==> config.mk <==
export PLATFORM = sky130hd
export DESIGN_NAME = i2c_interrupt_transfer_sequencer_top
export DESIGN_NICKNAME = d
export VERILOG_FILES = /design/src/rtl/core/i2cits_pkg.sv /design/src/rtl/core/i2c_interrupt_transfer_sequencer_top.sv /design/src/rtl/core/i2cits_ram.sv
export SDC_FILE = /design/constraint.sdc
export NUM_CORES = 1
export LEC_CHECK = 0
export BUFFER_PORTS_ARGS = -buffer_cell sky130_fd_sc_hd__clkbuf_2
export CAP_MARGIN = 20
export CORE_UTILIZATION = 30
export CTS_CLUSTER_DIAMETER = 150
export CTS_CLUSTER_SIZE = 16
export DETAILED_ROUTE_END_ITERATION = 16
export SLEW_MARGIN = 10
export SYNTH_ARGS = -nofsm -noshare
export SYNTH_HDL_FRONTEND = slang
export SYNTH_SLANG_ARGS = --single-unit
==> constraint.sdc <==
create_clock -name clk -period 4.9 [get_ports clk]
set_input_delay 0.735 -clock clk [delete_from_list [all_inputs] [get_ports clk]]
set_output_delay 0.735 -clock clk [all_outputs]
set_load 0.05 [all_outputs]
==> src/rtl/core/i2cits_pkg.sv <==
// shared types, codes and widths for the i2c interrupt transfer sequencer
package i2cits_pkg;

  localparam int DEFAULT_BUFFER_DEPTH = 32;

  localparam int CNT_W = 6;
  localparam int LIDX_W = 5;

  // request kinds (tuser on the input side)
  localparam logic [1:0] REQ_LOAD = 2'd0;
  localparam logic [1:0] REQ_START_WR = 2'd1;
  localparam logic [1:0] REQ_START_RD = 2'd2;
  localparam logic [1:0] REQ_EVENT = 2'd3;

  // transfer mode codes
  localparam logic [1:0] MODE_IDLE = 2'd0;
  localparam logic [1:0] MODE_WRITE = 2'd1;
  localparam logic [1:0] MODE_READ = 2'd2;

  // bus actions
  localparam logic [2:0] ACT_NONE = 3'd0;
  localparam logic [2:0] ACT_START = 3'd1;
  localparam logic [2:0] ACT_RESTART = 3'd2;
  localparam logic [2:0] ACT_STOP = 3'd3;
  localparam logic [2:0] ACT_RECEIVE = 3'd4;

  // error codes
  localparam logic [1:0] ERR_NONE = 2'd0;
  localparam logic [1:0] ERR_ARB_LOST = 2'd1;
  localparam logic [1:0] ERR_ADDR_NACK = 2'd2;

  typedef struct packed {
    logic [7:0] received_value;
    logic       no_ack;
    logic       arbitration_lost;
    logic [7:0] load_value;
    logic [4:0] load_index;
    logic       stop_at_end;
    logic [5:0] byte_count;
    logic [6:0] slave_address;
  } in_item_t;

  typedef struct packed {
    logic       transfer_complete;
    logic [1:0] error_code;
    logic       done_res;
    logic [7:0] rx_value;
    logic [4:0] rx_index;
    logic       rx_valid;
    logic       nack_next;
    logic [2:0] bus_action;
    logic [7:0] send_value;
    logic       send_valid;
  } out_item_t;

endpackage

==> src/rtl/core/i2c_interrupt_transfer_sequencer_top.sv <==
// top level of the i2c interrupt transfer sequencer
// an input transaction passes the input register and then the result register before its result
// one item per cycle unless m_tready stalls; the tx buffer ram read is prefetched at the next byte position
// reset: clears mode, bus hold, counters, flags and both stream stages
// the tx buffer is not cleared and holds unknown data until loaded
module i2c_interrupt_transfer_sequencer_top #(
  parameter int BUFFER_DEPTH = i2cits_pkg::DEFAULT_BUFFER_DEPTH
) (
  input  logic        clk,
  input  logic        rst,
  input  logic        s_tvalid,
  output logic        s_tready,
  // slave_address, byte_count, stop_at_end, load_index, load_value,
  // arbitration_lost, no_ack, received_value, zero pad
  input  logic [39:0] s_tdata,
  // req_type
  input  logic [1:0]  s_tuser,
  output logic        m_tvalid,
  input  logic        m_tready,
  // send_valid, send_value, bus_action, nack_next, rx_valid, rx_index, rx_value,
  // done_res, error_code, transfer_complete, zero pad
  output logic [31:0] m_tdata
);

  localparam int AW = (BUFFER_DEPTH > 1) ? $clog2(BUFFER_DEPTH) : 1;
  localparam int CW = i2cits_pkg::CNT_W;

  // input register
  logic                  in_valid;
  logic [1:0]            in_req;
  i2cits_pkg::in_item_t  in_item;

  // result register
  logic                  out_valid;
  i2cits_pkg::out_item_t out_item;
  i2cits_pkg::out_item_t res;

  logic advance;
  logic out_free;

  // sequencer state
  logic [1:0]    transfer_mode, transfer_mode_next;
  logic          holds_bus, holds_bus_next;
  logic          address_phase, address_phase_next;
  logic [CW-1:0] target_count, target_count_next;
  logic [CW-1:0] byte_position, byte_position_next;
  logic          stop_flag, stop_flag_next;
  logic          notice_given, notice_given_next;
  logic          done_flag, done_flag_next;
  logic [1:0]    error_state, error_state_next;

  // tx buffer
  logic          wr_en;
  logic [AW-1:0] wr_addr;
  logic [AW-1:0] rd_addr;
  logic [7:0]    rd_data;
  logic          fwd;
  logic [7:0]    fwd_value;
  logic [7:0]    tx_byte;

  logic [CW-1:0] cnt;
  logic [CW:0]   pos_plus2;
  logic          rd_req;

  assign out_free = !out_valid || m_tready;
  assign advance  = in_valid && out_free;
  assign s_tready = !in_valid || out_free;

  always_ff @(posedge clk) begin
    if (rst) begin
      in_valid <= 1'b0;
    end else if (s_tready) begin
      in_valid <= s_tvalid;
    end
  end

  always_ff @(posedge clk) begin
    if (s_tready && s_tvalid) begin
      in_req  <= s_tuser;
      in_item <= s_tdata[36:0];
    end
  end

  assign wr_en   = advance && (in_req == i2cits_pkg::REQ_LOAD)
                   && (32'(in_item.load_index) < BUFFER_DEPTH);
  assign wr_addr = AW'(in_item.load_index);
  // prefetch the byte the next event would send
  assign rd_addr = AW'(byte_position_next);

  i2cits_ram #(
    .WIDTH(8),
    .DEPTH(BUFFER_DEPTH),
    .AW   (AW)
  ) u_tx_buf (
    .clk    (clk),
    .wr_en  (wr_en),
    .wr_addr(wr_addr),
    .wr_data(in_item.load_value),
    .rd_addr(rd_addr),
    .rd_data(rd_data)
  );

  // a load to the prefetched slot in the same cycle wins over the old ram data
  always_ff @(posedge clk) begin
    if (rst) begin
      fwd <= 1'b0;
    end else begin
      fwd <= wr_en && (wr_addr == rd_addr);
    end
  end

  always_ff @(posedge clk) begin
    fwd_value <= in_item.load_value;
  end

  assign tx_byte   = fwd ? fwd_value : rd_data;
  assign rd_req    = (in_req == i2cits_pkg::REQ_START_RD);
  assign pos_plus2 = {1'b0, byte_position} + (CW+1)'(2);

  always_comb begin
    transfer_mode_next = transfer_mode;
    holds_bus_next     = holds_bus;
    address_phase_next = address_phase;
    target_count_next  = target_count;
    byte_position_next = byte_position;
    stop_flag_next     = stop_flag;
    notice_given_next  = notice_given;
    done_flag_next     = done_flag;
    error_state_next   = error_state;
    res                = '0;
    cnt                = in_item.byte_count;

    if (32'(in_item.byte_count) > BUFFER_DEPTH) begin
      cnt = CW'(BUFFER_DEPTH);
    end
    if (rd_req && (cnt == '0)) begin
      cnt = CW'(1);
    end

    if (advance) begin
      case (in_req)
        i2cits_pkg::REQ_LOAD: begin
        end
        i2cits_pkg::REQ_START_WR, i2cits_pkg::REQ_START_RD: begin
          transfer_mode_next = rd_req ? i2cits_pkg::MODE_READ : i2cits_pkg::MODE_WRITE;
          target_count_next  = cnt;
          byte_position_next = '0;
          stop_flag_next     = in_item.stop_at_end;
          notice_given_next  = 1'b0;
          done_flag_next     = 1'b0;
          error_state_next   = i2cits_pkg::ERR_NONE;
          address_phase_next = 1'b1;
          holds_bus_next     = 1'b1;
          res.bus_action     = holds_bus ? i2cits_pkg::ACT_RESTART : i2cits_pkg::ACT_START;
          res.send_valid     = 1'b1;
          res.send_value     = {in_item.slave_address, rd_req};
        end
        i2cits_pkg::REQ_EVENT: begin
          if (transfer_mode != i2cits_pkg::MODE_IDLE) begin
            if (in_item.arbitration_lost) begin
              error_state_next   = i2cits_pkg::ERR_ARB_LOST;
              done_flag_next     = 1'b1;
              holds_bus_next     = 1'b0;
              res.bus_action     = i2cits_pkg::ACT_STOP;
              transfer_mode_next = i2cits_pkg::MODE_IDLE;
            end else if (transfer_mode == i2cits_pkg::MODE_WRITE) begin
              address_phase_next = 1'b0;
              if (byte_position < target_count) begin
                res.send_valid     = 1'b1;
                res.send_value     = tx_byte;
                byte_position_next = byte_position + CW'(1);
              end else begin
                done_flag_next = 1'b1;
                if (stop_flag) begin
                  res.bus_action = i2cits_pkg::ACT_STOP;
                  holds_bus_next = 1'b0;
                end
                res.transfer_complete = !notice_given;
                notice_given_next     = 1'b1;
                transfer_mode_next    = i2cits_pkg::MODE_IDLE;
              end
            end else if (address_phase) begin
              if (!in_item.no_ack) begin
                address_phase_next = 1'b0;
                res.bus_action     = i2cits_pkg::ACT_RECEIVE;
                // one-byte read arms nack right away
                res.nack_next      = (target_count == CW'(1));
              end else begin
                error_state_next   = i2cits_pkg::ERR_ADDR_NACK;
                done_flag_next     = 1'b1;
                holds_bus_next     = 1'b0;
                res.bus_action     = i2cits_pkg::ACT_STOP;
                transfer_mode_next = i2cits_pkg::MODE_IDLE;
              end
            end else begin
              res.nack_next      = (pos_plus2 == {1'b0, target_count});
              res.rx_valid       = 1'b1;
              res.rx_index       = byte_position[4:0];
              res.rx_value       = in_item.received_value;
              byte_position_next = byte_position + CW'(1);
              if (byte_position_next >= target_count) begin
                done_flag_next = 1'b1;
                if (stop_flag) begin
                  res.bus_action = i2cits_pkg::ACT_STOP;
                  holds_bus_next = 1'b0;
                end
                res.transfer_complete = !notice_given;
                notice_given_next     = 1'b1;
                transfer_mode_next    = i2cits_pkg::MODE_IDLE;
              end
            end
          end
        end
        default: begin
        end
      endcase
    end

    res.done_res   = done_flag_next;
    res.error_code = error_state_next;
  end

  always_ff @(posedge clk) begin
    if (rst) begin
      transfer_mode <= i2cits_pkg::MODE_IDLE;
      holds_bus     <= 1'b0;
      address_phase <= 1'b0;
      target_count  <= '0;
      byte_position <= '0;
      stop_flag     <= 1'b0;
      notice_given  <= 1'b0;
      done_flag     <= 1'b0;
      error_state   <= i2cits_pkg::ERR_NONE;
    end else begin
      transfer_mode <= transfer_mode_next;
      holds_bus     <= holds_bus_next;
      address_phase <= address_phase_next;
      target_count  <= target_count_next;
      byte_position <= byte_position_next;
      stop_flag     <= stop_flag_next;
      notice_given  <= notice_given_next;
      done_flag     <= done_flag_next;
      error_state   <= error_state_next;
    end
  end

  always_ff @(posedge clk) begin
    if (rst) begin
      out_valid <= 1'b0;
    end else if (advance) begin
      out_valid <= 1'b1;
    end else if (m_tready) begin
      out_valid <= 1'b0;
    end
  end

  always_ff @(posedge clk) begin
    if (advance) begin
      out_item <= res;
    end
  end

  assign m_tvalid = out_valid;
  assign m_tdata  = {1'b0, out_item};

endmodule

==> src/rtl/core/i2cits_ram.sv <==
// generic single-port-write ram with registered read
module i2cits_ram #(
  parameter int WIDTH = 8,
  parameter int DEPTH = 32,
  parameter int AW = (DEPTH > 1) ? $clog2(DEPTH) : 1
) (
  input  logic             clk,
  input  logic             wr_en,
  input  logic [AW-1:0]    wr_addr,
  input  logic [WIDTH-1:0] wr_data,
  input  logic [AW-1:0]    rd_addr,
  output logic [WIDTH-1:0] rd_data
);

  logic [WIDTH-1:0] mem [DEPTH];

  always_ff @(posedge clk) begin
    if (wr_en) begin
      mem[wr_addr] <= wr_data;
    end
    rd_data <= mem[rd_addr];
  end

endmodule
==> impl_metrics.env <==
export IMPL_fillers=4821
export IMPL_cp_max_fo=41
export IMPL_maxCapViolCount=0
export IMPL_antenna_found_initial=1
export IMPL_cp_arrival_ns=4.61
export IMPL_dieArea_mm2=0.0518
export IMPL_place_gp_congestion=0.844
export IMPL_antenna_cells=0
export IMPL_rr_endpoint="u_tx_buf.rd_data[4]$_DFF_P_"
export IMPL_htreeDepth=1
export IMPL_use_met1_pct=18.7
export IMPL_grtUsageTotal_pct=14.0
export IMPL_worst_pin_slew_ns=1.01
export IMPL_grt_use_met3_pct=1.60
export IMPL_num_rows=82
export IMPL_seq_area_frac_synth_pct=69.4
export IMPL_hold_violations=0
export IMPL_die_h_um=228
export IMPL_outcome="finished, final reports clean"
export IMPL_grt_pass1_vias=8935
export IMPL_p_leak_nw=5.65
export IMPL_drive_gt1_share_pct=14.5
export IMPL_coreArea_mm2=0.0502
export IMPL_cpMaxStageDelayCell="nor3_4"
export IMPL_cp_required_ns=5.30
export IMPL_totalWireLength_um=36600
export IMPL_ys_ff_latch=366
export IMPL_setup_viol=0
export IMPL_start_kind="register"
export IMPL_path_clk_slew_ns=0.08
export IMPL_rrSetupSlack_ns=0.69
export IMPL_dp_hpwl_um=23300
export IMPL_syn_to_final_growth_pct=12.8
export IMPL_path_cells="inv_1 > ha_1 > a21oi_1 > o21ai_0 > o31a_2 > nor3_4 > or2_4 > buf_12 > buf_4 > mux2i_1 > mux2i_1 > o211ai_1 > a221oi_1"
export IMPL_wl_per_cell_um=19.7
export IMPL_busiest_layer="met2"
export IMPL_synth_cells=1102
export IMPL_worst_slack_ns=0.690
export IMPL_cts_root_buffer="clkbuf_16"
export IMPL_cts_resized=0
export IMPL_worstSetupStartpoint="target_count[5]$_SDFFE_PP0P_"
export IMPL_clkLatencyLatePin_ns=0.55
export IMPL_max_freq_mhz=238
export IMPL_synth_avg_cell_area_um2=13.8
export IMPL_netlist_area_leader_share_pct=64.2
export IMPL_cts_sinks=366
export IMPL_hold_buffers=0
export IMPL_grt_pass1_wl_um=54800
export IMPL_rsz0062_at_grt="no"
export IMPL_endpoint="u_tx_buf.rd_data[4]$_DFF_P_"
export IMPL_cts_path_max_buffers=3
export IMPL_synth_main_ff_cell="edfxtp_1"
export IMPL_finalClockSkew_ns=0.0161
export IMPL_fin_hold_ws_ns=0.358
export IMPL_p_total_mw=5.77
export IMPL_die_w_um=228
export IMPL_grt_max_degree=58
export IMPL_cts_buffers=26
export IMPL_vias=9271
export IMPL_synth_commonest_cells="edfxtp_1 (326), nand2_1 (97), nor3b_1 (71)"
export IMPL_grt_ovfl_total=0
export IMPL_post_place_ws_ns=0.704
export IMPL_critPathMaxStageDelay_ns=0.49
export IMPL_async_reset_ff_share_pct=0
export IMPL_min_period_ns=4.21
export IMPL_multiInputGateArea_mm2=0.00425
export IMPL_period_share_pct=85.9
export IMPL_fin_setup_tns_ns=0
export IMPL_postCtsSetupRepairBufs=0
export IMPL_criticalPathCategory="register to register"
export IMPL_r2r_start="target_count[5]$_SDFFE_PP0P_"
export IMPL_port_buffers=75
export IMPL_yosysMostFrequentCell="edfxtp_1"
export IMPL_num_nets_final=1226
export IMPL_cts_tree="yes"
export IMPL_synthDistinctLibCells=66
export IMPL_r2r_cells=13
export IMPL_seqCellArea_mm2=0.0106
export IMPL_drtIter0Drc=685
export IMPL_relSlewSlack_pct=32.5
export IMPL_first_pass_iters=5
export IMPL_drc=0
export IMPL_netlist_area_mm2=0.0153
export IMPL_slew_violations=0
export IMPL_start_util_pct=30.4
export IMPL_cp_end_kind="register"
export IMPL_crit_top_cell="mux2i_1"
export IMPL_syn_nets=1166
export IMPL_hp_class="input pin to register"
export IMPL_yosysWarnings=0
export IMPL_ant_nets=0
export IMPL_synth_area_leaders="edfxtp_1 (64%), dfxtp_1 (5.2%), nor3b_1 (3.5%)"
export IMPL_power_density_mw_per_mm2=335
export IMPL_ir_worst_vdd_uv=173
export IMPL_gr_usage_met2_pct=24.0
export IMPL_viasPerCell=5.00
export IMPL_yosysTopAreaCell="edfxtp_1"
export IMPL_ios=80
export IMPL_synth_edff_count=326
## power by group
part / total, mW / switching (mW) / internal, mW / leakage [nW]
sequential: 3.46 / 0.0269 / 3.44 / 3.32
combinational: 0.244 / 0.178 / 0.0665 / 1.97
clock: 2.06 / 1.01 / 1.05 / 0.364
total: 5.77 / 1.22 / 4.55 / 5.65
## per-stage QoR
step                utilization [%]  cell area, µm²  std cells
floorplan                         -           15300       1102
global placement               32.7           16400       1804
detailed placement             32.7           16400       1804
CTS                            34.2           17200       1852
global route                   34.3           17200       1854
finish                         34.3           17200       1854
## state kept, by name (all words and copies together) (netlist names), 2 cells and up
| signal | cells |
|---|---|
| u_tx_buf.rd_data | 8 |
| in_req | 2 |
| wr_addr | 5 |
| transfer_mode | 2 |
| target_count | 6 |
| u_tx_buf.mem | 256 |
| byte_position | 6 |
| fwd_value | 8 |
| in_item | 32 |
| m_tdata | 31 |
| error_state | 2 |
## cell type report
cell class              instances  share of cell area [%]
multi-input cells             647                    24.7
well taps                     672                    4.89
inverters                      13                   0.284
clock buffers                  48                    4.44
flip-flops and latches        366                    61.5
repair buffers                108                    4.13
## logic make-up after synthesis
family                     Yosys count  synth area share (%)
DFF                                366                  69.4
AOI/OAI and AO/OA                  211                  9.54
and+or+nand+nor                    357                  12.7
muxes                               46                  3.12
buffers and inverters               89                  2.94
adders and majority gates           18                  1.48
xor gates and xnor gates            14                 0.804
other                                1                0.0246
## cells in the final DEF, fill, tap and decap left out, types with 27 or more instances in the layout
master     count
nand3_1       28
nand2_1       97
clkbuf_2      75
buf_4         27
a211oi_1      70
edfxtp_1     326
nor2_1        66
dfxtp_1       40
o21ai_0       46
nor3b_1       71
clkbuf_16     28
mux2i_1       33
## worst min path at each step
stage | startpoint | depth (start not counted) | end
after floorplan | stop_flag$_SDFFE_PP0P_ | 2 | stop_flag$_SDFFE_PP0P_
after global placement | target_count[5]$_SDFFE_PP0P_ | 2 | target_count[5]$_SDFFE_PP0P_
after detailed placement | holds_bus$_SDFFE_PP0P_ | 2 | holds_bus$_SDFFE_PP0P_
after CTS | s_tdata[7] | 1 | in_item[7]$_DFFE_PP_
after global routing | s_tdata[23] | 1 | in_item[23]$_DFFE_PP_
final | s_tdata[18] | 1 | wr_addr[4]$_DFFE_PP_
## worst max-delay path, delay by kind of cell, from the launching register on
family	cells	cell delay (ns)
buf+inv	3	0.68
simple gates	2	0.95
flops	1	0.38
compound gates	5	1.34
fa+ha+maj	1	0.34
mux	2	0.33
## metal layers
| metal | part of all wire [%] | up-vias |
|---|---|---|
| met1 | 44 | 4630 |
| li1 | - | 4315 |
| met3 | 5.3 | 53 |
| met4 | 2.3 | 2 |
| met2 | 48 | 271 |
| met5 | 0.036 | - |
No activity file was read; power rests on OpenSTA's default activity.
